## config.mk

```make
export PLATFORM = sky130hd
export DESIGN_NAME = mvm_lane
export DESIGN_NICKNAME = d
export VERILOG_FILES = /design/src/design/mvm_pkg.sv /design/src/design/mvm_lane.sv
export SDC_FILE = /design/constraint.sdc
export NUM_CORES = 1
export LEC_CHECK = 0
export ABC_CLOCK_PERIOD_IN_PS = 6000
export BUFFER_PORTS_ARGS = -buffer_cell sky130_fd_sc_hd__buf_2
export CAP_MARGIN = 20
export CORE_UTILIZATION = 30
export CTS_BUF_LIST = sky130_fd_sc_hd__clkbuf_4
export CTS_CLUSTER_SIZE = 24
export DETAILED_ROUTE_END_ITERATION = 7
export PLACE_DENSITY = 0.43
export SKIP_LAST_GASP = 1
export SYNTH_ARGS = -nofsm -noshare
export SYNTH_HDL_FRONTEND = slang
export SYNTH_SLANG_ARGS = --single-unit
```

## constraint.sdc

```tcl
create_clock -name clock -period 6 [get_ports clock]
set_input_delay 0.9 -clock clock [delete_from_list [all_inputs] [get_ports clock]]
set_output_delay 0.9 -clock clock [all_outputs]
set_load 0.02 [all_outputs]
```

## src/design/mvm_pkg.sv

```systemverilog
// Shared constants, types and a helper function for the matrix-vector multiplier.
`timescale 1ns / 1ps

package mvm_pkg;

   // Datapath geometry.
   localparam int LANES        = 4;
   localparam int ELEMENT_BITS = 16;
   localparam int MAX_LENGTH   = 512;
   localparam int GROUPS       = MAX_LENGTH / LANES;
   localparam int GROUP_BITS   = $clog2(GROUPS);
   localparam int ROW_BITS     = $clog2(MAX_LENGTH);
   localparam int COUNT_BITS   = ROW_BITS + 1;
   localparam int CFG_BITS     = 8;
   localparam int WORD_BITS    = LANES * ELEMENT_BITS;
   localparam int PROD_BITS    = 2 * ELEMENT_BITS;
   localparam int TREE_BITS    = PROD_BITS + $clog2(LANES);
   localparam int ACC_BITS     = 41;

   // Group count register holds up to GROUPS itself.
   typedef logic [GROUP_BITS:0] groups_type;

   // Kind of an input beat.
   typedef enum logic {
      REQ_VECTOR = 1'b0,
      REQ_MATRIX = 1'b1
   } req_kind_type;

   // Control that travels with a matrix beat down the pipeline.
   typedef struct packed {
      logic valid;
      logic last;
   } stage_ctl_type;

   // Clamp the group count register: zero acts as one, large values as GROUPS.
   function automatic groups_type eff_groups(input logic [CFG_BITS-1:0] raw);
      groups_type result;
      if (raw == '0) begin
         result = groups_type'(1);
      end else if (raw > CFG_BITS'(GROUPS)) begin
         result = groups_type'(GROUPS);
      end else begin
         result = raw[GROUP_BITS:0];
      end
      return result;
   endfunction

endpackage

```

## src/design/mvm_lane.sv

```systemverilog
// One multiplier lane: a registered signed product of a matrix and a vector element.
`timescale 1ns / 1ps

module mvm_lane (
   input  logic                                    clock,
   input  logic                                    load,
   input  logic signed [mvm_pkg::ELEMENT_BITS-1:0] mat_elem,
   input  logic signed [mvm_pkg::ELEMENT_BITS-1:0] vec_elem,
   output logic signed [mvm_pkg::PROD_BITS-1:0]    prod_ff
);

   // The product is exact in twice the element width.
   always_ff @(posedge clock) begin
      if (load) begin
         prod_ff <= mat_elem * vec_elem;
      end
   end

endmodule

```

Word-level counts from Yosys, hierarchy flattened
Index checks and enable logic that the tools add are counted.
{"block": "op_classes", "mul": 1}
{"op": "multiplier 16 x 16 -> 32 bit", "n": 1}
{"block": "totals", "elab_cells": 2, "ff_bits": 32}

Longest topological paths before layout
Gate-level depths: netlist of run 1.
{"block": "depth", "ltp_word": 1, "mapped_depth": 23, "depth_no_buf": 21}

Least setup slack after synthesis of run 1
No wires, ideal clock.
{"block": "synth_timing", "path_kind": "input to register", "start": "input mat_elem[15] (netlist bit)", "end": "register prod_ff[29] (netlist bit), data pin", "arrival_ps": 6273, "path_buffers": 1, "slack_ps": -532, "stages": 20, "path_cell_list": "clkbuf_1 nand2_1 inv_1 fa_1 fa_1 fa_1 fa_1 fa_1 inv_1 fa_1 inv_1 ha_1 a21oi_1 nor2_1 o21a_1 or4_1 o2111ai_1 nand2b_1 a21oi_1 xnor2_1"}
{"block": "synth_between", "elab_chain_len": 1}
{"item": "start, declared", "line": "mvm_lane.sv:7", "rtl": "input logic signed [mvm_pkg::ELEMENT_BITS-1:0] mat_elem,"}
{"item": "multiplier 16 x 16 -> 32 bit", "line": "mvm_lane.sv:15", "rtl": "prod_ff <= mat_elem * vec_elem;"}
{"item": "end signal, assigned", "line": "mvm_lane.sv:15"}
{"item": "end, declared", "line": "mvm_lane.sv:9", "rtl": "output logic signed [mvm_pkg::PROD_BITS-1:0] prod_ff"}
No other way between the ends.
A chain may end at the register's enable or synchronous reset.

Worst setup path after layout of run 1
{"block": "layout_timing", "start": "input vec_elem[1] (netlist bit)", "end": "register prod_ff[28] (netlist bit), data pin"}
{"block": "layout_between", "elab_chain_len": 1}
{"item": "start, declared", "line": "mvm_lane.sv:8", "rtl": "input logic signed [mvm_pkg::ELEMENT_BITS-1:0] vec_elem,"}
{"item": "multiplier 16 x 16 -> 32 bit", "line": "mvm_lane.sv:15"}
No other way between the ends.

==> flow_summary.yaml, run 1 <==
drt:
  highest_layer: "met4"
  avgRoutedWirePerCell_microns: 15.9
  routed_wl_mm: 28.5
  drt_pre_antenna_iters: 6
  antenna_left: 0
  met2_length_mm: 15.7
  wl_met1_mm: 12.1
  vias: 7875
  routed-wl-met3_microns: 520
  avgViaCountPerCell: 4.40
  drc: 4
  drt_iter0_markers: 248
timing:
  slew_headroom_pct: 49.1
  min_period_ns: 6.03
  fin_crit_sh_pct: 101
  hold_viol_final: 0
  finalSetupViolations: 2
  timing.fmax_mhz: 166
  setup_slack_ns: -0.0328
  rsz0062_at_grt: "true"
  setup-tns-final_ns: -0.0510
  finalMaxSlewViolations: 0
  worst_pin_slew_ns: 0.764
hold_path:
  hold_start: "vec_elem[0]"
  min-delay-path-class: "input port to register"
  holdPathStages: 2
  min_to: "prod_ff[0]$_DFFE_PP_"
synth:
  avgSynthCellArea_sq_um: 9.65
  syn_nets: 1505
  yosysSeqAreaShare_pct: 8.83
  yosysMostFrequentCell: "inv_1"
  synth_largest_area_cell: "fa_1"
  synth_top_cell_area_share_pct: 48.2
  yosys_warnings: 0
  async_flop_share_pct: 0
  ys_ff_latch: 32
  yosys-top-cells-count: "292 x inv_1, 262 x fa_1, 132 x nand2_1, 123 x and2_1, 82 x ha_1"
  syn_area_sq_um: 10900
  synth_edf_count: 32
  synth_cells: 1127
  synthDistinctLibCells: 49
  yosys_most_used_dff: "edfxtp_1"
  synth.area.top_cells: "fa_1 48%, inv_1 10%, ha_1 9.4%"
clock_network:
  cts_sinks: 32
  cts.path.max_buffers: 2
  cts_buffers: 5
  htree_levels: 2
  cts_tree: "yes"
  root_buffer: "clkbuf_4"
  clkTransAtPathRegs_ns: 0.11
status:
  status: "finished, violations left"
  violations: "DRC, setup timing"
die:
  die-area_sq_um: 37000
  core-area_sq_um: 35700
  initial_core_util_pct: 30.5
  fp-row-count: 69
  die_h_microns: 192
  num_io_pins: 66
  die_x_microns: 192
placed_design:
  dp_hpwl_mm: 25.4
  io_buffers: 65
  place_congestion: 0.795
global_routing:
  grt_pass1_vias: 8763
  grt_first_pass_wirelength_mm: 46.1
  antenna_found_initial: 1
  overflow: 0
  grt_max_degree: 33
  grtUsageTotal_pct: 16.4
cells_and_area:
  drive_above_1_share_pct: 23.9
  nets: 1704
  largest_register_ff_count: 32
  top_register: "prod_ff"
  area_delta_synth_final_pct: 24.3
  largest_registers: "prod_ff (32)"
worst_setup_path:
  crit_path_max_fanout: 5
  crit_required_ns: 6.12
  criticalPathCategory: "input port to register"
  critPathCaptureType: "register"
  start_kind: "input port"
  critPathArrivalTime_ns: 6.15
flow_run:
  drv_cap: 0
-- metal layers --
layer	GRT usage, %	up-vias
li1	-	3714
met1	20.6	4074
met2	31.2	74
met3	1.42	13
met4	1.54	0
met5	0	-
-- critical path, stage by stage --
cell       delay, ns
buf_12          0.11
buf_8           0.12
nand2_4         0.08
inv_4           0.04
fa_2            0.65
buf_4           0.14
fa_1            0.43
fa_1            0.50
fa_1            0.50
fa_1            0.49
inv_1           0.05
fa_1            0.47
inv_1           0.04
ha_1            0.28
buf_4           0.14
a21o_1          0.10
a21oi_1         0.07
o21ai_0         0.23
a2bb2oi_1       0.11
o211a_1         0.18
or3_4           0.39
xnor2_1         0.13
-- layout by cell type (no fill, tap or decap), types with 7 or more instances in the layout --
cell type,count
a21oi_1,17
o21ai_0,9
inv_1,285
clkbuf_4,8
and2_4,11
edfxtp_1,32
a21oi_2,7
ha_1,68
fa_2,13
nor2_1,21
buf_6,22
and2_1,112
xnor2_1,30
buf_2,39
nand2_1,127
buf_4,157
fa_1,249
ha_4,11
-- logic make-up after synthesis --
family                     share of synthesized area [%]
adders and majority gates                           57.6
AOI/OAI and AO/OA                                   4.91
DFF                                                 8.83
and+or+nand+nor                                     14.3
xor gates and xnor gates                            2.82
buffers and inverters                               11.4
-- worst max path at each step --
| stage | end | cells after the start | slack [ns] | startpoint |
|---|---|---|---|---|
| 2_1_floorplan | prod_ff[28]$_DFFE_PP_ | 21 | -0.16 | mat_elem[3] |
| 4_1_cts | prod_ff[28]$_DFFE_PP_ | 21 | -0.13 | mat_elem[10] |
| 3_3_place_gp | prod_ff[28]$_DFFE_PP_ | 22 | -0.65 | mat_elem[5] |
| 6_report | prod_ff[28]$_DFFE_PP_ | 22 | -0.03 | vec_elem[1] |
| 3_5_place_dp | prod_ff[28]$_DFFE_PP_ | 22 | -0.70 | mat_elem[5] |
| 5_1_grt | prod_ff[28]$_DFFE_PP_ | 22 | -0.21 | mat_elem[5] |
-- timing repair --
action,in CTS,in global routing
setup endpoints to repair,13,12
gates cloned,1,0
endpoints found under the hold margin,0,0
gates resized for setup,53,68
pin swaps,14,44
hold buffers,0,0
buffers inserted,4,11
-- metrics by stage --
step / instances / util (%) / worst slack [ns] / hold WS (ns) / area, sq um
finish: 1789 / 37.9 / -0.0328 / 1.11 / 13500
global route: 1789 / 37.9 / -0.211 / 1.11 / 13500
CTS: 1777 / 37.1 / -0.130 / 1.11 / 13200
detailed placement: 1764 / 36.2 / -0.704 / 1.35 / 12900
global placement: 1764 / 36.2 / -0.653 / 1.34 / 12900
floorplan: 1127 / - / -0.163 / 1.01 / 11200
-- area by class of cell --
class                      count  area [sq um]
antenna                        1          2.50
clock buffer                   5          37.5
clock inverter                 3          13.8
fill                        3707         22100
inverter                     292          1100
multi-input combinational    767          9040
sequential                    32           961
tap                          461           577
timing repair buffer         228          1790
Power of run 1 is not shown: default switching activity piles up to over one toggle a cycle in this logic, so the estimate is an artifact.
==> inputs of run 2 (changes only) <==
--- a/config.mk
+++ b/config.mk
@@ -5,14 +5,14 @@
 export SDC_FILE = /design/constraint.sdc
 export NUM_CORES = 1
 export LEC_CHECK = 0
-export ABC_CLOCK_PERIOD_IN_PS = 6000
+export ABC_CLOCK_PERIOD_IN_PS = 7700
 export BUFFER_PORTS_ARGS = -buffer_cell sky130_fd_sc_hd__buf_2
 export CAP_MARGIN = 20
 export CORE_UTILIZATION = 30
 export CTS_BUF_LIST = sky130_fd_sc_hd__clkbuf_4
 export CTS_CLUSTER_SIZE = 24
 export DETAILED_ROUTE_END_ITERATION = 7
-export PLACE_DENSITY = 0.43
+export PLACE_DENSITY = 0.41
 export SKIP_LAST_GASP = 1
 export SYNTH_ARGS = -nofsm -noshare
 export SYNTH_HDL_FRONTEND = slang
==> constraint.sdc (replaced) <==
create_clock -name clock -period 7.7 [get_ports clock]
set_input_delay 1.155 -clock clock [delete_from_list [all_inputs] [get_ports clock]]
set_output_delay 1.155 -clock clock [all_outputs]
set_load 0.02 [all_outputs]
==> flow_summary.yaml, run 2 (synthesis gave the netlist of run 1 again) <==
cells_and_area:
  ff_latch_area_sq_um: 961
  final_common_cell: "inv_1"
  largest_registers: "prod_ff (32)"
  drive_above_1_share_pct: 7.36
  largest_register_ff_count: 32
  nets: 1546
  area_delta_synth_final_pct: 7.96
  n_fill_cell: 3824
  top_register: "prod_ff"
  diodes: 0
  multi_input_area_sq_um: 8670
  final_cell_mix: "292 x inv_1, 262 x fa_1, 132 x nand2_1"
hold_path:
  min-delay-path-class: "input port to register"
  hold_start: "vec_elem[0]"
  min_to: "prod_ff[0]$_DFFE_PP_"
  holdPathStages: 2
global_routing:
  grt_first_pass_wirelength_mm: 43.4
  met2_usage_pct: 30.3
  grt_pass1_vias: 8189
  antenna_found_initial: 0
  met1_usage_pct: 18.5
  grt_max_degree: 33
  overflow: 0
  grtUsageTotal_pct: 15.3
  globalRouteMet3Util_pct: 1.27
  busiest_layer: "met2"
clock_network:
  cts_tree: "yes"
  clkTransAtPathRegs_ns: 0.11
  htree_levels: 2
  root_buffer: "clkbuf_4"
  postCtsSetupBuffers: 0
  cts_hold_buffers: 0
  cts_sinks: 32
  postCtsResizedCells: 0
  cts.path.max_buffers: 2
  cts_buffers: 5
worst_setup_path:
  crit_required_ns: 7.81
  worst_path_largest_cell_delay_ns: 0.86
  cpMostUsedCell: "fa_1"
  criticalPathCategory: "input port to register"
  cp_cell_sequence: "buf_2 > nand2_1 > inv_1 > fa_1 > fa_1 > fa_1 > fa_1 > fa_1 > inv_1 > fa_1 > inv_1 > ha_1 > and3_1 > and2_2 > nand3_1 > o31ai_1 > o2111ai_1 > o21ai_0 > xnor2_1"
  start_kind: "input port"
  critPathCaptureType: "register"
  critical_path.slowest_cell: "fa_1"
  crit_path_max_fanout: 16
  critPathArrivalTime_ns: 7.01
timing:
  setup-tns-final_ns: 0
  finalMaxSlewViolations: 0
  hold_viol_final: 0
  timing.fmax_mhz: 145
  rsz0062_at_grt: "false"
  fin_crit_sh_pct: 89.6
  min_period_ns: 6.90
  slew_headroom_pct: 50.0
  setup_slack_ns: 0.801
  worst_pin_slew_ns: 0.749
  finalSetupViolations: 0
drt:
  vias: 7363
  routed_wl_mm: 26.6
  drt_iter0_markers: 263
  drc: 10
  drt_pre_antenna_iters: 7
  avgViaCountPerCell: 4.52
  antenna_left: 0
  avgRoutedWirePerCell_microns: 16.3
placed_design:
  dp_hpwl_mm: 23.1
  io_buffers: 65
  place_congestion: 0.785
  post-place-ws_ns: 0.407
die:
  num_io_pins: 66
  fp-row-count: 69
  die_x_microns: 192
  initial_core_util_pct: 30.5
  die-area_sq_um: 37000
  die_h_microns: 192
  core-area_sq_um: 35700
status:
  violations: "DRC"
  status: "finished, violations left"
flow_run:
  drv_cap: 0
[run 2: cell types whose count changed in the layout (fill, tap and decap cells not counted), moves of 13 or more]
cell,before,now
ha_1,68,82
buf_2,39,65
fa_1,249,262
fa_2,13,0
buf_6,22,0
buf_4,157,5
[run 2: worst max-delay path by stage]
stage | startpoint | end | depth (start not counted) | slack, ns
3_5_place_dp | vec_elem[1] | prod_ff[31]$_DFFE_PP_ | 19 | 0.41
4_1_cts | vec_elem[1] | prod_ff[31]$_DFFE_PP_ | 19 | 0.79
2_1_floorplan | mat_elem[15] | prod_ff[29]$_DFFE_PP_ | 20 | 0.91
5_1_grt | vec_elem[7] | prod_ff[29]$_DFFE_PP_ | 22 | 0.40
6_report | vec_elem[1] | prod_ff[31]$_DFFE_PP_ | 19 | 0.80
3_3_place_gp | vec_elem[1] | prod_ff[31]$_DFFE_PP_ | 19 | 0.52
[run 2: layer usage]
metal | vias up | wire, microns
li1 | 3398 | -
met1 | 3878 | 10600
met2 | 77 | 15200
met3 | 10 | 485
met4 | 0 | 172
met5 | - | 0
[run 2: worst max-delay path, delay by kind of cell]
kind | cells | cell delay (ns)
adders and majority gates | 7 | 3.72
AOI/OAI and AO/OA | 3 | 0.90
buffers and inverters | 4 | 0.51
and+or+nand+nor | 4 | 0.59
xor gates and xnor gates | 1 | 0.10
[run 2: per-stage QoR]
stage          hold slack [ns]  cell area (sq um)  util (%)  instances
6_report                  1.32              11700      32.9       1630
5_1_grt                   1.32              11700      32.9       1630
4_1_cts                   1.32              11700      32.9       1630
3_5_place_dp              1.60              11700      32.7       1622
3_3_place_gp              1.60              11700      32.7       1622
2_1_floorplan             1.27              10900         -       1127
[run 2: final cells by class]
cell class                 count  area share [%]
clock buffer                   5           0.320
tap                          461            4.91
timing repair buffer          70            3.09
sequential                    32            8.18
multi-input combinational    767            73.8
inverter                     292            9.33
clock inverter                 3           0.320
Power of run 2 is left out for the same reason.
