$ cat src/design/mvm_pkg.sv
// Shared constants, types and a helper function for the matrix-vector multiplier.
`timescale 1ns / 1ps

package mvm_pkg;

   // Datapath geometry.
   localparam int LANES        = 4;
   localparam int ELEMENT_BITS = 16;
   localparam int MAX_LENGTH   = 512;
   localparam int GROUPS       = MAX_LENGTH / LANES;
   localparam int GROUP_BITS   = $clog2(GROUPS);
   localparam int ROW_BITS     = $clog2(MAX_LENGTH);
   localparam int COUNT_BITS   = ROW_BITS + 1;
   localparam int CFG_BITS     = 8;
   localparam int WORD_BITS    = LANES * ELEMENT_BITS;
   localparam int PROD_BITS    = 2 * ELEMENT_BITS;
   localparam int TREE_BITS    = PROD_BITS + $clog2(LANES);
   localparam int ACC_BITS     = 41;

   // Group count register holds up to GROUPS itself.
   typedef logic [GROUP_BITS:0] groups_type;

   // Kind of an input beat.
   typedef enum logic {
      REQ_VECTOR = 1'b0,
      REQ_MATRIX = 1'b1
   } req_kind_type;

   // Control that travels with a matrix beat down the pipeline.
   typedef struct packed {
      logic valid;
      logic last;
   } stage_ctl_type;

   // Clamp the group count register: zero acts as one, large values as GROUPS.
   function automatic groups_type eff_groups(input logic [CFG_BITS-1:0] raw);
      groups_type result;
      if (raw == '0) begin
         result = groups_type'(1);
      end else if (raw > CFG_BITS'(GROUPS)) begin
         result = groups_type'(GROUPS);
      end else begin
         result = raw[GROUP_BITS:0];
      end
      return result;
   endfunction

endpackage

$ cat src/design/mvm_ifs.sv


interface mvm_rsp_if;
   logic                                  valid;
   logic                                  ready;
   logic        [mvm_pkg::ROW_BITS-1:0]   row_index;
   logic signed [mvm_pkg::ACC_BITS-1:0]   row_sum;

   modport source (output valid, row_index, row_sum, input ready);
   modport sink   (input valid, row_index, row_sum, output ready);
endinterface

$ cat src/design/mvm_merge.sv
// Adder tree over the lane products, row accumulator, row counter and output register.
`timescale 1ns / 1ps

module mvm_merge (
   input  logic                                  clock,
   input  logic                                  reset,
   input  mvm_pkg::stage_ctl_type                in_ctl,
   input  logic signed [mvm_pkg::PROD_BITS-1:0]  prod [mvm_pkg::LANES],
   input  mvm_pkg::groups_type                   groups,
   output logic                                  in_ready,
   mvm_rsp_if.source                             rsp
);

   logic signed [mvm_pkg::TREE_BITS-1:0] tree_sum;
   logic signed [mvm_pkg::TREE_BITS-1:0] tree_ff;
   mvm_pkg::stage_ctl_type               tree_ctl_ff;
   mvm_pkg::stage_ctl_type               tree_ctl_in;
   logic signed [mvm_pkg::ACC_BITS-1:0]  acc_ff;
   logic signed [mvm_pkg::ACC_BITS-1:0]  acc_in;
   logic signed [mvm_pkg::ACC_BITS-1:0]  acc_sum;
   logic        [mvm_pkg::ROW_BITS-1:0]  row_ff;
   logic        [mvm_pkg::ROW_BITS-1:0]  row_in;
   logic        [mvm_pkg::COUNT_BITS-1:0] row_next;
   logic        [mvm_pkg::COUNT_BITS-1:0] row_limit;
   logic                                 out_valid_ff;
   logic                                 out_valid_in;
   logic        [mvm_pkg::ROW_BITS-1:0]  out_row_ff;
   logic signed [mvm_pkg::ACC_BITS-1:0]  out_sum_ff;
   logic                                 out_free;
   logic                                 acc_go;
   logic                                 emit;
   logic                                 tree_take;

   // Sum the lane products; the tree grows by the log of the lane count.
   always_comb begin
      tree_sum = '0;
      for (int k = 0; k < mvm_pkg::LANES; k++) begin
         tree_sum = tree_sum + mvm_pkg::TREE_BITS'(prod[k]);
      end
   end

   // Only a beat that closes a row needs the output register.
   assign out_free  = !out_valid_ff || rsp.ready;
   assign acc_go    = tree_ctl_ff.valid && (!tree_ctl_ff.last || out_free);
   assign emit      = acc_go && tree_ctl_ff.last;
   assign tree_take = !tree_ctl_ff.valid || acc_go;
   assign in_ready  = tree_take;

   // Accumulate, and at the end of a row report and advance the row counter.
   always_comb begin
      acc_sum   = acc_ff + mvm_pkg::ACC_BITS'(tree_ff);
      row_next  = mvm_pkg::COUNT_BITS'(row_ff) + mvm_pkg::COUNT_BITS'(1);
      row_limit = mvm_pkg::COUNT_BITS'(int'(groups) * mvm_pkg::LANES);
      acc_in    = acc_ff;
      row_in    = row_ff;
      if (acc_go) begin
         if (tree_ctl_ff.last) begin
            acc_in = '0;
            if (row_next >= row_limit) begin
               row_in = '0;
            end else begin
               row_in = row_next[mvm_pkg::ROW_BITS-1:0];
            end
         end else begin
            acc_in = acc_sum;
         end
      end
      tree_ctl_in = tree_take ? in_ctl : tree_ctl_ff;
      if (out_free) begin
         out_valid_in = emit;
      end else begin
         out_valid_in = out_valid_ff;
      end
   end

   // Control state.
   always_ff @(posedge clock) begin
      if (reset) begin
         tree_ctl_ff  <= '0;
         acc_ff       <= '0;
         row_ff       <= '0;
         out_valid_ff <= 1'b0;
      end else begin
         tree_ctl_ff  <= tree_ctl_in;
         acc_ff       <= acc_in;
         row_ff       <= row_in;
         out_valid_ff <= out_valid_in;
      end
   end

   // Payload registers.
   always_ff @(posedge clock) begin
      if (tree_take) begin
         tree_ff <= tree_sum;
      end
      if (emit) begin
         out_row_ff <= row_ff;
         out_sum_ff <= acc_sum;
      end
   end

   assign rsp.valid     = out_valid_ff;
   assign rsp.row_index = out_row_ff;
   assign rsp.row_sum   = out_sum_ff;

endmodule

$ cat src/flat_wrapper.sv
// flat-port wrapper written by rule: the top's interface ports become plain ports
module mvm_merge_flat 
  (clock, reset, in_ctl, prod, groups, in_ready, rsp_valid, rsp_row_index, rsp_row_sum, rsp_ready);
  mvm_rsp_if rsp_i ();
  input  logic clock;
  input  logic reset;
  input  mvm_pkg::stage_ctl_type in_ctl;
  input  logic signed [mvm_pkg::PROD_BITS-1:0] prod[mvm_pkg::LANES];
  input  mvm_pkg::groups_type groups;
  output logic in_ready;
  output wire logic [$bits(rsp_i.valid)-1:0] rsp_valid;
  output wire logic [$bits(rsp_i.row_index)-1:0] rsp_row_index;
  output wire logic [$bits(rsp_i.row_sum)-1:0] rsp_row_sum;
  input wire logic [$bits(rsp_i.ready)-1:0] rsp_ready;
  assign rsp_valid = rsp_i.valid;
  assign rsp_row_index = rsp_i.row_index;
  assign rsp_row_sum = rsp_i.row_sum;
  assign rsp_i.ready = rsp_ready;
  mvm_merge u_core (.clock(clock), .reset(reset), .in_ctl(in_ctl), .prod(prod), .groups(groups), .in_ready(in_ready), .rsp(rsp_i));
endmodule
$ cat config.mk
export PLATFORM = sky130hd
export DESIGN_NAME = mvm_merge_flat
export DESIGN_NICKNAME = d
export VERILOG_FILES = /design/src/design/mvm_pkg.sv /design/src/design/mvm_ifs.sv /design/src/design/mvm_merge.sv /design/src/flat_wrapper.sv
export SDC_FILE = /design/constraint.sdc
export NUM_CORES = 1
export LEC_CHECK = 0
export ABC_AREA = 1
export BUFFER_PORTS_ARGS = -buffer_cell sky130_fd_sc_hd__buf_2
export CAP_MARGIN = 25
export CORE_MARGIN = 2
export CORE_UTILIZATION = 53
export DETAILED_ROUTE_END_ITERATION = 12
export PLACE_DENSITY = 0.85
export SLEW_MARGIN = 20
export SYNTH_ARGS = -nofsm -noshare
export SYNTH_HDL_FRONTEND = slang
export SYNTH_SLANG_ARGS = --single-unit
export TNS_END_PERCENT = 5
$ cat constraint.sdc
create_clock -name clock -period 3.8 [get_ports clock]
set_input_delay 0.57 -clock clock [delete_from_list [all_inputs] [get_ports clock]]
set_output_delay 0.57 -clock clock [all_outputs]
set_load 0.01 [all_outputs]
# Word-level counts from Yosys, hierarchy flattened
# Cells that the tools add are included.
[totals] reg_bits=137 inputBits=141 output_inout_bits=52 wordCells=25
[op_classes] addsub=5 n_lt_le_gt_ge=1 muxes=2 n_reduce_logical=9
[op_table] operator="41-bit by 34-bit adder with 41-bit output" count=1
[op_table] operator="41-bit 2-to-1 mux" count=1
[op_table] operator="33-bit by 32-bit adder with 34-bit output" count=1
[op_table] operator="34-bit by 32-bit adder with 34-bit output" count=1
[op_table] operator="32-bit by 32-bit adder with 33-bit output" count=1
[op_table] operator="9-bit by 1-bit adder with 10-bit output, second input constant" count=1
[op_table] operator="10-bit >= comparator" count=1
[op_table] operator="9-bit 2-to-1 mux" count=1
[op_table] operator="1-bit logical NOT" count=3
[op_table] operator="1-bit logical OR" count=3
[op_table] operator="1-bit logical AND" count=2
[op_table] operator="2-bit AND reduction" count=1

# Longest topological paths before layout
# Gate-level depths: netlist of the first run.
[logic_depth] word_depth=5 ltp_mapped=15 ltp_nobuf=15

# Worst setup path before layout of the first run
# OpenSTA, ideal clock, no wires.
[synth_timing] kind="input -> register" startpoint="input prod[1] in the netlist's numbering" endpoint="register u_core.tree_ff[31] in the netlist's numbering (data pin)" setup_time_ns=0.260 t_arrival_ns=3.041 t_required_ns=3.540 path_slack_ns=0.499 stages=13 path_buffers=0 cell_sequence="inv_1 fa_1 inv_1 fa_1 ha_1 fa_1 nand3_1 nand2_1 a21boi_1 o21ai_1 nand3_1 nand2_1 xor2_1"
[synth_via] elab_chain_cells=1
[synth_lines] item="start: declaration" line="flat_wrapper.sv:8" text="input logic signed [mvm_pkg::PROD_BITS-1:0] prod[mvm_pkg::LANES];"
[synth_lines] item="34-bit by 32-bit adder with 34-bit output" line="mvm_merge.sv:38" text="tree_sum = tree_sum + mvm_pkg::TREE_BITS'(prod[k]);"
[synth_lines] item="named net u_core.tree_sum (one bit)" line="mvm_merge.sv:14" text="logic signed [mvm_pkg::TREE_BITS-1:0] tree_sum;"
[synth_lines] item="end signal: assignment" line="mvm_merge.sv:94" text="tree_ff <= tree_sum;"
[synth_lines] item="end: declaration" line="mvm_merge.sv:15" text="logic signed [mvm_pkg::TREE_BITS-1:0] tree_ff;"
# The timed path passes the listed nets, and every way through them passes these cells.
# A chain may end at the register's enable or synchronous reset.

# Final worst setup path of the first run
[layout_timing] startpoint="input prod[1] in the netlist's numbering" endpoint="register u_core.tree_ff[21] in the netlist's numbering (data pin)"
# Same word-level chain as after synthesis.

==> impl_metrics.json, run 1 <==
{
  "synth.most_common_cell": "nand2_1",
  "worst_pin_slew_ns": 0.853,
  "wl_per_cell_um": 14.2,
  "arrival_ns": 3.38,
  "dieHeight_um": 154,
  "antenna_found_initial": 0,
  "netlist.area_leader.share_pct": 21.1,
  "holdCritPathClass": "input pin to flop",
  "maxSlewHeadroom_pct": 43.1,
  "maxCapViolCount": 0,
  "power_density_mw_per_mm2": 581,
  "syn2layout_area_growth_pct": 16.0,
  "drive_gt1_share_pct": 16.1,
  "grt_max_degree": 54,
  "maxSlewViolCount": 0,
  "period_needed_ns": 3.20,
  "yosys_warnings": 0,
  "fin_crit_sh_pct": 84.3,
  "synthArstFlopShare_pct": 0,
  "portBuffers": 192,
  "antenna_cells": 0,
  "ios": 193,
  "dr_total_vias": 10700,
  "place_congestion": 0.955,
  "synth_area_per_cell_um2": 7.41,
  "required_ns": 3.98,
  "path_clk_slew_ns": 0.06,
  "hold_buffers": 0,
  "status": "finished, final reports clean",
  "track_usage_pct": 25.6,
  "synth_top_area_cell": "edfxtp_1",
  "viasPerCell": 5.09,
  "setup_viol": 0,
  "p_leak_nw": 7.33,
  "place_hpwl_um": 24400,
  "ir_worst_vdd_uv": 355,
  "whs_ns": 0.408,
  "crit_type": "input pin to flop",
  "fp.dieW_um": 154,
  "drtIter0Drc": 564,
  "synth_edf_count": 84,
  "fillerInstances": 1888,
  "grt_pass1_wl_um": 48400,
  "routed_wl_um": 30000,
  "synth_fp_nets": 1900,
  "clock_skew_ns": 0.0145,
  "cts_tree": "done",
  "ys_seq_elements": 137,
  "ys_top_cells_by_count": "nand2_1 (414), inv_1 (367), a21oi_1 (134), nor2_1 (108), edfxtp_1 (84)",
  "htreeDepth": 4,
  "netlist_instances": 1610,
  "synth.distinct_cells": 45,
  "dieArea_mm2": 0.0237,
  "gr-total-overflow": 0,
  "postRouteAntennaNets": 0,
  "path_max_fanout": 4,
  "multi_input_area_mm2": 0.00691,
  "rsz0062_at_grt": "false",
  "rows": 54,
  "synth-seq-area-share_pct": 30.0,
  "drt_first_pass_iters": 6,
  "cts_setup_buffers": 0,
  "clock-sinks": 137,
  "hold_viol": 0,
  "utilization_pct": 63.1,
  "setup_tns_ns": 0,
  "ff_latch_area_mm2": 0.00358,
  "syn_area_mm2": 0.0119,
  "drc_errors": 0,
  "grt_pass1_vias": 10500,
  "cts-root-buf": "clkbuf_16",
  "cts_resized": 0,
  "layout.nets": 2104,
  "clockBufferDepth": 2,
  "start_kind": "input pin",
  "synth_flop_cell": "edfxtp_1",
  "synth_area_leaders": "edfxtp_1 (21%), nand2_1 (13%), inv_1 (12%)",
  "clk-insertion-delay-late_ns": 0.44,
  "cts_buffers": 17,
  "start_util_pct": 54.4,
  "fmax_mhz": 312,
  "endpoint_kind": "flop",
  "core_mm2": 0.0220
}
==> layout by cell type (no fill, tap or decap), drive strengths merged, types with 35 or more instances in the layout <==
| cell type | n |
|---|---|
| nor2 | 119 |
| fa | 66 |
| a21oi | 136 |
| ha | 83 |
| o21ai | 35 |
| edfxtp | 84 |
| inv | 376 |
| dfxtp | 53 |
| nand3 | 77 |
| nand2 | 436 |
| xor2 | 37 |
| buf | 200 |
==> registers in the layout (all words and copies together) (netlist names) <==
| signal | count |
|---|---|
| u_core.rsp.valid | 1 |
| u_core.rsp.row_index | 9 |
| u_core.tree_ctl_ff | 2 |
| u_core.row_ff | 9 |
| u_core.rsp.row_sum | 41 |
| u_core.tree_ff | 34 |
| u_core.acc_ff | 41 |
==> final timing paths <==
path,from,to,slack [ns],cells after the start
hold reg to reg,u_core.acc_ff[35],u_core.acc_ff[35],0.48,2
setup reg to reg,u_core.row_ff[0],u_core.row_ff[6],0.93,13
setup / recovery,prod[1],u_core.tree_ff[21],0.60,14
hold / removal,in_ctl[0],u_core.tree_ctl_ff[0],0.41,3
==> report_power, final <==
| group | total, mW | internal (mW) | switching, mW |
|---|---|---|---|
| Combinational | 4.14 | 1.51 | 2.64 |
| Sequential | 2.27 | 2.08 | 0.192 |
| Clock | 1.64 | 0.925 | 0.713 |
==> critical path: stages <==
cell     delay, ns
buf_2         0.07
inv_1         0.04
fa_1          0.53
inv_1         0.05
fa_1          0.46
ha_1          0.25
fa_1          0.41
nand3_1       0.10
nand2_1       0.10
a21oi_1       0.33
o21ai_2       0.16
nand2_1       0.09
nand2_1       0.06
xor2_1        0.15
==> kinds of logic (layout without fill, tap and decap cells) <==
family                   after synthesis  count (layout)  share of synthesized area [%]
AND/OR/NAND/NOR                      690             690                           25.0
XOR/XNOR                              49              49                           3.91
AO/OA/AOI/OAI                        201             201                           9.20
buffers and inverters                384             601                           12.1
adder cells (fa/ha/maj)              149             149                           19.8
flip-flops                           137             137                           30.0
==> per-stage QoR <==
stage | worst slack, ns | instance area (um^2) | power (mW) | cells
after global placement | 0.202 | 13200 | 6.27 | 2074
final | 0.595 | 13800 | 8.05 | 2107
after detailed placement | 0.170 | 13200 | 6.36 | 2074
after CTS | 0.592 | 13800 | 8.02 | 2106
after floorplan | 0.499 | 11900 | 5.28 | 1610
after global routing | 0.405 | 13800 | 8.65 | 2107
==> layer usage <==
layer	vias to the layer above	track usage, %	part of all wire, %
met4	0	10.2	3.2
li1	5400	-	-
met2	356	45.4	49
met5	-	0	0
met3	61	3.35	5.2
met1	4898	31.7	43
==> area by class of cell <==
type	instances	area share, %
clock inverters	15	1.15
well taps	280	2.53
repair buffers	200	7.46
clock buffers	17	3.07
inverters	369	10.0
multi-input cells	1089	49.9
flip-flops and latches	137	25.9
Power figures use the tool's default switching activity.
==> inputs of run 2 (changes only) <==
Settings changed: ABC_AREA 1 to 0, CORE_UTILIZATION 53 to 52, PLACE_DENSITY 0.85 to 0.87.
Clock period 3.8 ns to 2.9 ns, I/O delays scaled along.
==> run 2 against run 1 <==
Against the previous run: the run now ends with negative setup slack left; core utilization increased by 4.2 points; clock-buffer cell count is 1 higher; synthesized cell count down 26%; worst setup slack lost 1.3 ns; non-clock buffer count up 133; highest routed layer unchanged; via count shrank 7.4%; first-iteration DRC count is 23% higher; combinational power up 57%; cell count is 15% lower; critical path depth is 2 higher.
==> impl_metrics.json, run 2 <==
{
  "status": "finished with violations",
  "violations": "negative setup slack",
  "holdCritPathClass": "input pin to flop",
  "cts_tree": "done",
  "fin_total_pwr_mw": 11.5,
  "routed_wl_um": 27400,
  "endpoint_kind": "flop",
  "cts_buffers": 17,
  "place_hpwl_um": 20600,
  "core_mm2": 0.0210,
  "path_max_fanout": 3,
  "hold_viol": 0,
  "arrival_ns": 3.76,
  "maxSlewViolCount": 0,
  "track_usage_pct": 24.5,
  "maxCapViolCount": 0,
  "fin_crit_sh_pct": 124,
  "grt_max_degree": 35,
  "syn2layout_area_growth_pct": 27.5,
  "viasPerCell": 5.53,
  "ir_worst_vdd_uv": 544,
  "grt_busiest_layer": "met2",
  "netlist_instances": 1191,
  "mostFrequentLayoutCells": "inv_1 (198), buf_2 (189), buf_4 (140), edfxtp_1 (84), nor2_1 (79)",
  "drc_errors": 0,
  "grt_pass1_vias": 9703,
  "met1_usage_pct": 31.0,
  "power_density_mw_per_mm2": 815,
  "layout.nets": 1796,
  "synth_flop_cell": "edfxtp_1",
  "drive_gt1_share_pct": 27.6,
  "clk-insertion-delay-late_ns": 0.43,
  "ys_top_cells_by_count": "inv_1 (204), edfxtp_1 (84), ha_1 (83), nor2_1 (79), a21oi_1 (72)",
  "synth_edf_count": 84,
  "critPathCapture": "u_core.tree_ff[23]",
  "setup_tns_ns": -8.14,
  "ios": 193,
  "multi_input_area_mm2": 0.00678,
  "place_congestion": 0.915,
  "layout_commonest_cell": "inv_1",
  "start_kind": "input pin",
  "dpl-instance-area_mm2": 0.0133,
  "dieHeight_um": 150,
  "maxSlewHeadroom_pct": 58.2,
  "drt_first_pass_iters": 5,
  "htreeDepth": 4,
  "pre_cts_ws_ns": -1.27,
  "ff_latch_area_mm2": 0.00358,
  "antenna_cells": 0,
  "antenna_found_initial": 0,
  "synth-seq-area-share_pct": 32.4,
  "required_ns": 3.08,
  "clockBufferDepth": 2,
  "rr_endpoint": "u_core.acc_ff[28]",
  "synth.most_common_cell": "inv_1",
  "dr_total_vias": 9918,
  "rr_worst_depth": 10,
  "portBuffers": 192,
  "rows": 53,
  "hold_buffers": 0,
  "syn_area_mm2": 0.0111,
  "ys_seq_elements": 137,
  "utilization_pct": 67.2,
  "met3_usage_pct": 3.02,
  "period_needed_ns": 3.58,
  "postRouteAntennaNets": 0,
  "setup_viol": 25,
  "grt_pass1_wl_um": 44300,
  "synth.distinct_cells": 77,
  "gr-total-overflow": 0,
  "fmax_mhz": 279,
  "r2r_start": "u_core.tree_ff[0]",
  "fp.dieW_um": 150,
  "clock_skew_ns": 0.0121,
  "synth_top_area_cell": "edfxtp_1",
  "p_leak_nw": 6.99,
  "setup.worst_path.start": "prod[1]",
  "synth_fp_nets": 1481,
  "met2_usage_pct": 41.9,
  "dieArea_mm2": 0.0224,
  "path_clk_slew_ns": 0.06,
  "post-route-cell-area_mm2": 0.0141,
  "start_util_pct": 52.7,
  "wl_per_cell_um": 15.3,
  "netlist.area_leader.share_pct": 22.8,
  "synthArstFlopShare_pct": 0,
  "min_from": "in_ctl[1]",
  "synth_area_leaders": "edfxtp_1 (23%), fa_1 (12%), dfxtp_1 (9.6%)",
  "r2r_setup_slack_ns": -0.01,
  "synth_area_per_cell_um2": 9.28,
  "worst_pin_slew_ns": 0.612,
  "fillerInstances": 1554,
  "yosys_warnings": 0,
  "crit_type": "input pin to flop",
  "drtIter0Drc": 693,
  "cts-root-buf": "clkbuf_16",
  "rsz0062_at_grt": "true",
  "clock-sinks": 137,
  "fin_ws_ns": -0.684
}
-- run 2: repair_timing --
| action | in CTS | in global routing |
|---|---|---|
| resized for setup | 23 | 31 |
| endpoints found under the setup margin | 32 | 66 |
| buffers inserted | 2 | 1 |
| pin swaps | 21 | 10 |
-- run 2: area by class of cell --
type                            instances  share of cell area, %
Multi-Input combinational cell        813                   48.1
Sequential cell                       137                   25.4
Timing Repair Buffer                  333                   14.5
Inverter                              204                   5.51
Clock buffer                           18                   3.05
Tap cell                              275                   2.44
Clock inverter                         14                  0.888
-- run 2: worst max-delay path: stages --
cell	delay, ns
buf_8	0.07
inv_4	0.03
fa_1	0.55
inv_2	0.04
fa_1	0.45
ha_2	0.21
fa_2	0.37
a21oi_4	0.19
o2111ai_4	0.17
o311ai_4	0.27
buf_4	0.16
nand3b_1	0.08
a21o_1	0.22
a41o_1	0.26
a21oi_2	0.17
xnor2_1	0.09
-- run 2: metal layers --
metal	up-vias	wire (um)
met2	408	13200
li1	4805	-
met4	0	877
met1	4630	11600
met3	75	1730
met5	-	0
-- run 2: power breakdown --
part | internal, mW | leakage (nW) | switching [mW] | total, mW
clock network | 1.18 | 0.266 | 0.861 | 2.04
logic | 2.95 | 5.46 | 3.53 | 6.48
registers | 2.74 | 1.26 | 0.223 | 2.96
total | 6.87 | 6.99 | 4.61 | 11.5
-- run 2: worst min path at each step --
| stage | end | slack, ns | depth (start not counted) |
|---|---|---|---|
| global route | u_core.tree_ctl_ff[1] | 0.28 | 3 |
| global placement | u_core.acc_ff[0] | 0.44 | 2 |
| CTS | u_core.tree_ctl_ff[1] | 0.25 | 3 |
| finish | u_core.tree_ctl_ff[1] | 0.26 | 3 |
| floorplan | u_core.acc_ff[0] | 0.44 | 2 |
| detailed placement | u_core.acc_ff[2] | 0.46 | 2 |
-- run 2: logic make-up (layout without fill, tap and decap cells) --
group	after synthesis	count (layout)	share of synthesized area (%)
buf+inv	241	569	8.39
flops	137	137	32.4
fa+ha+maj	149	149	21.4
simple gates	280	280	12.4
compound gates	317	317	20.0
mux	5	5	0.453
xor+xnor	62	62	4.98
-- run 2: stage by stage --
stage          hold slack, ns  instances
2_1_floorplan           0.436       1191
3_3_place_gp            0.444       1759
3_5_place_dp            0.457       1759
4_1_cts                 0.250       1793
5_1_grt                 0.278       1794
6_report                0.263       1794
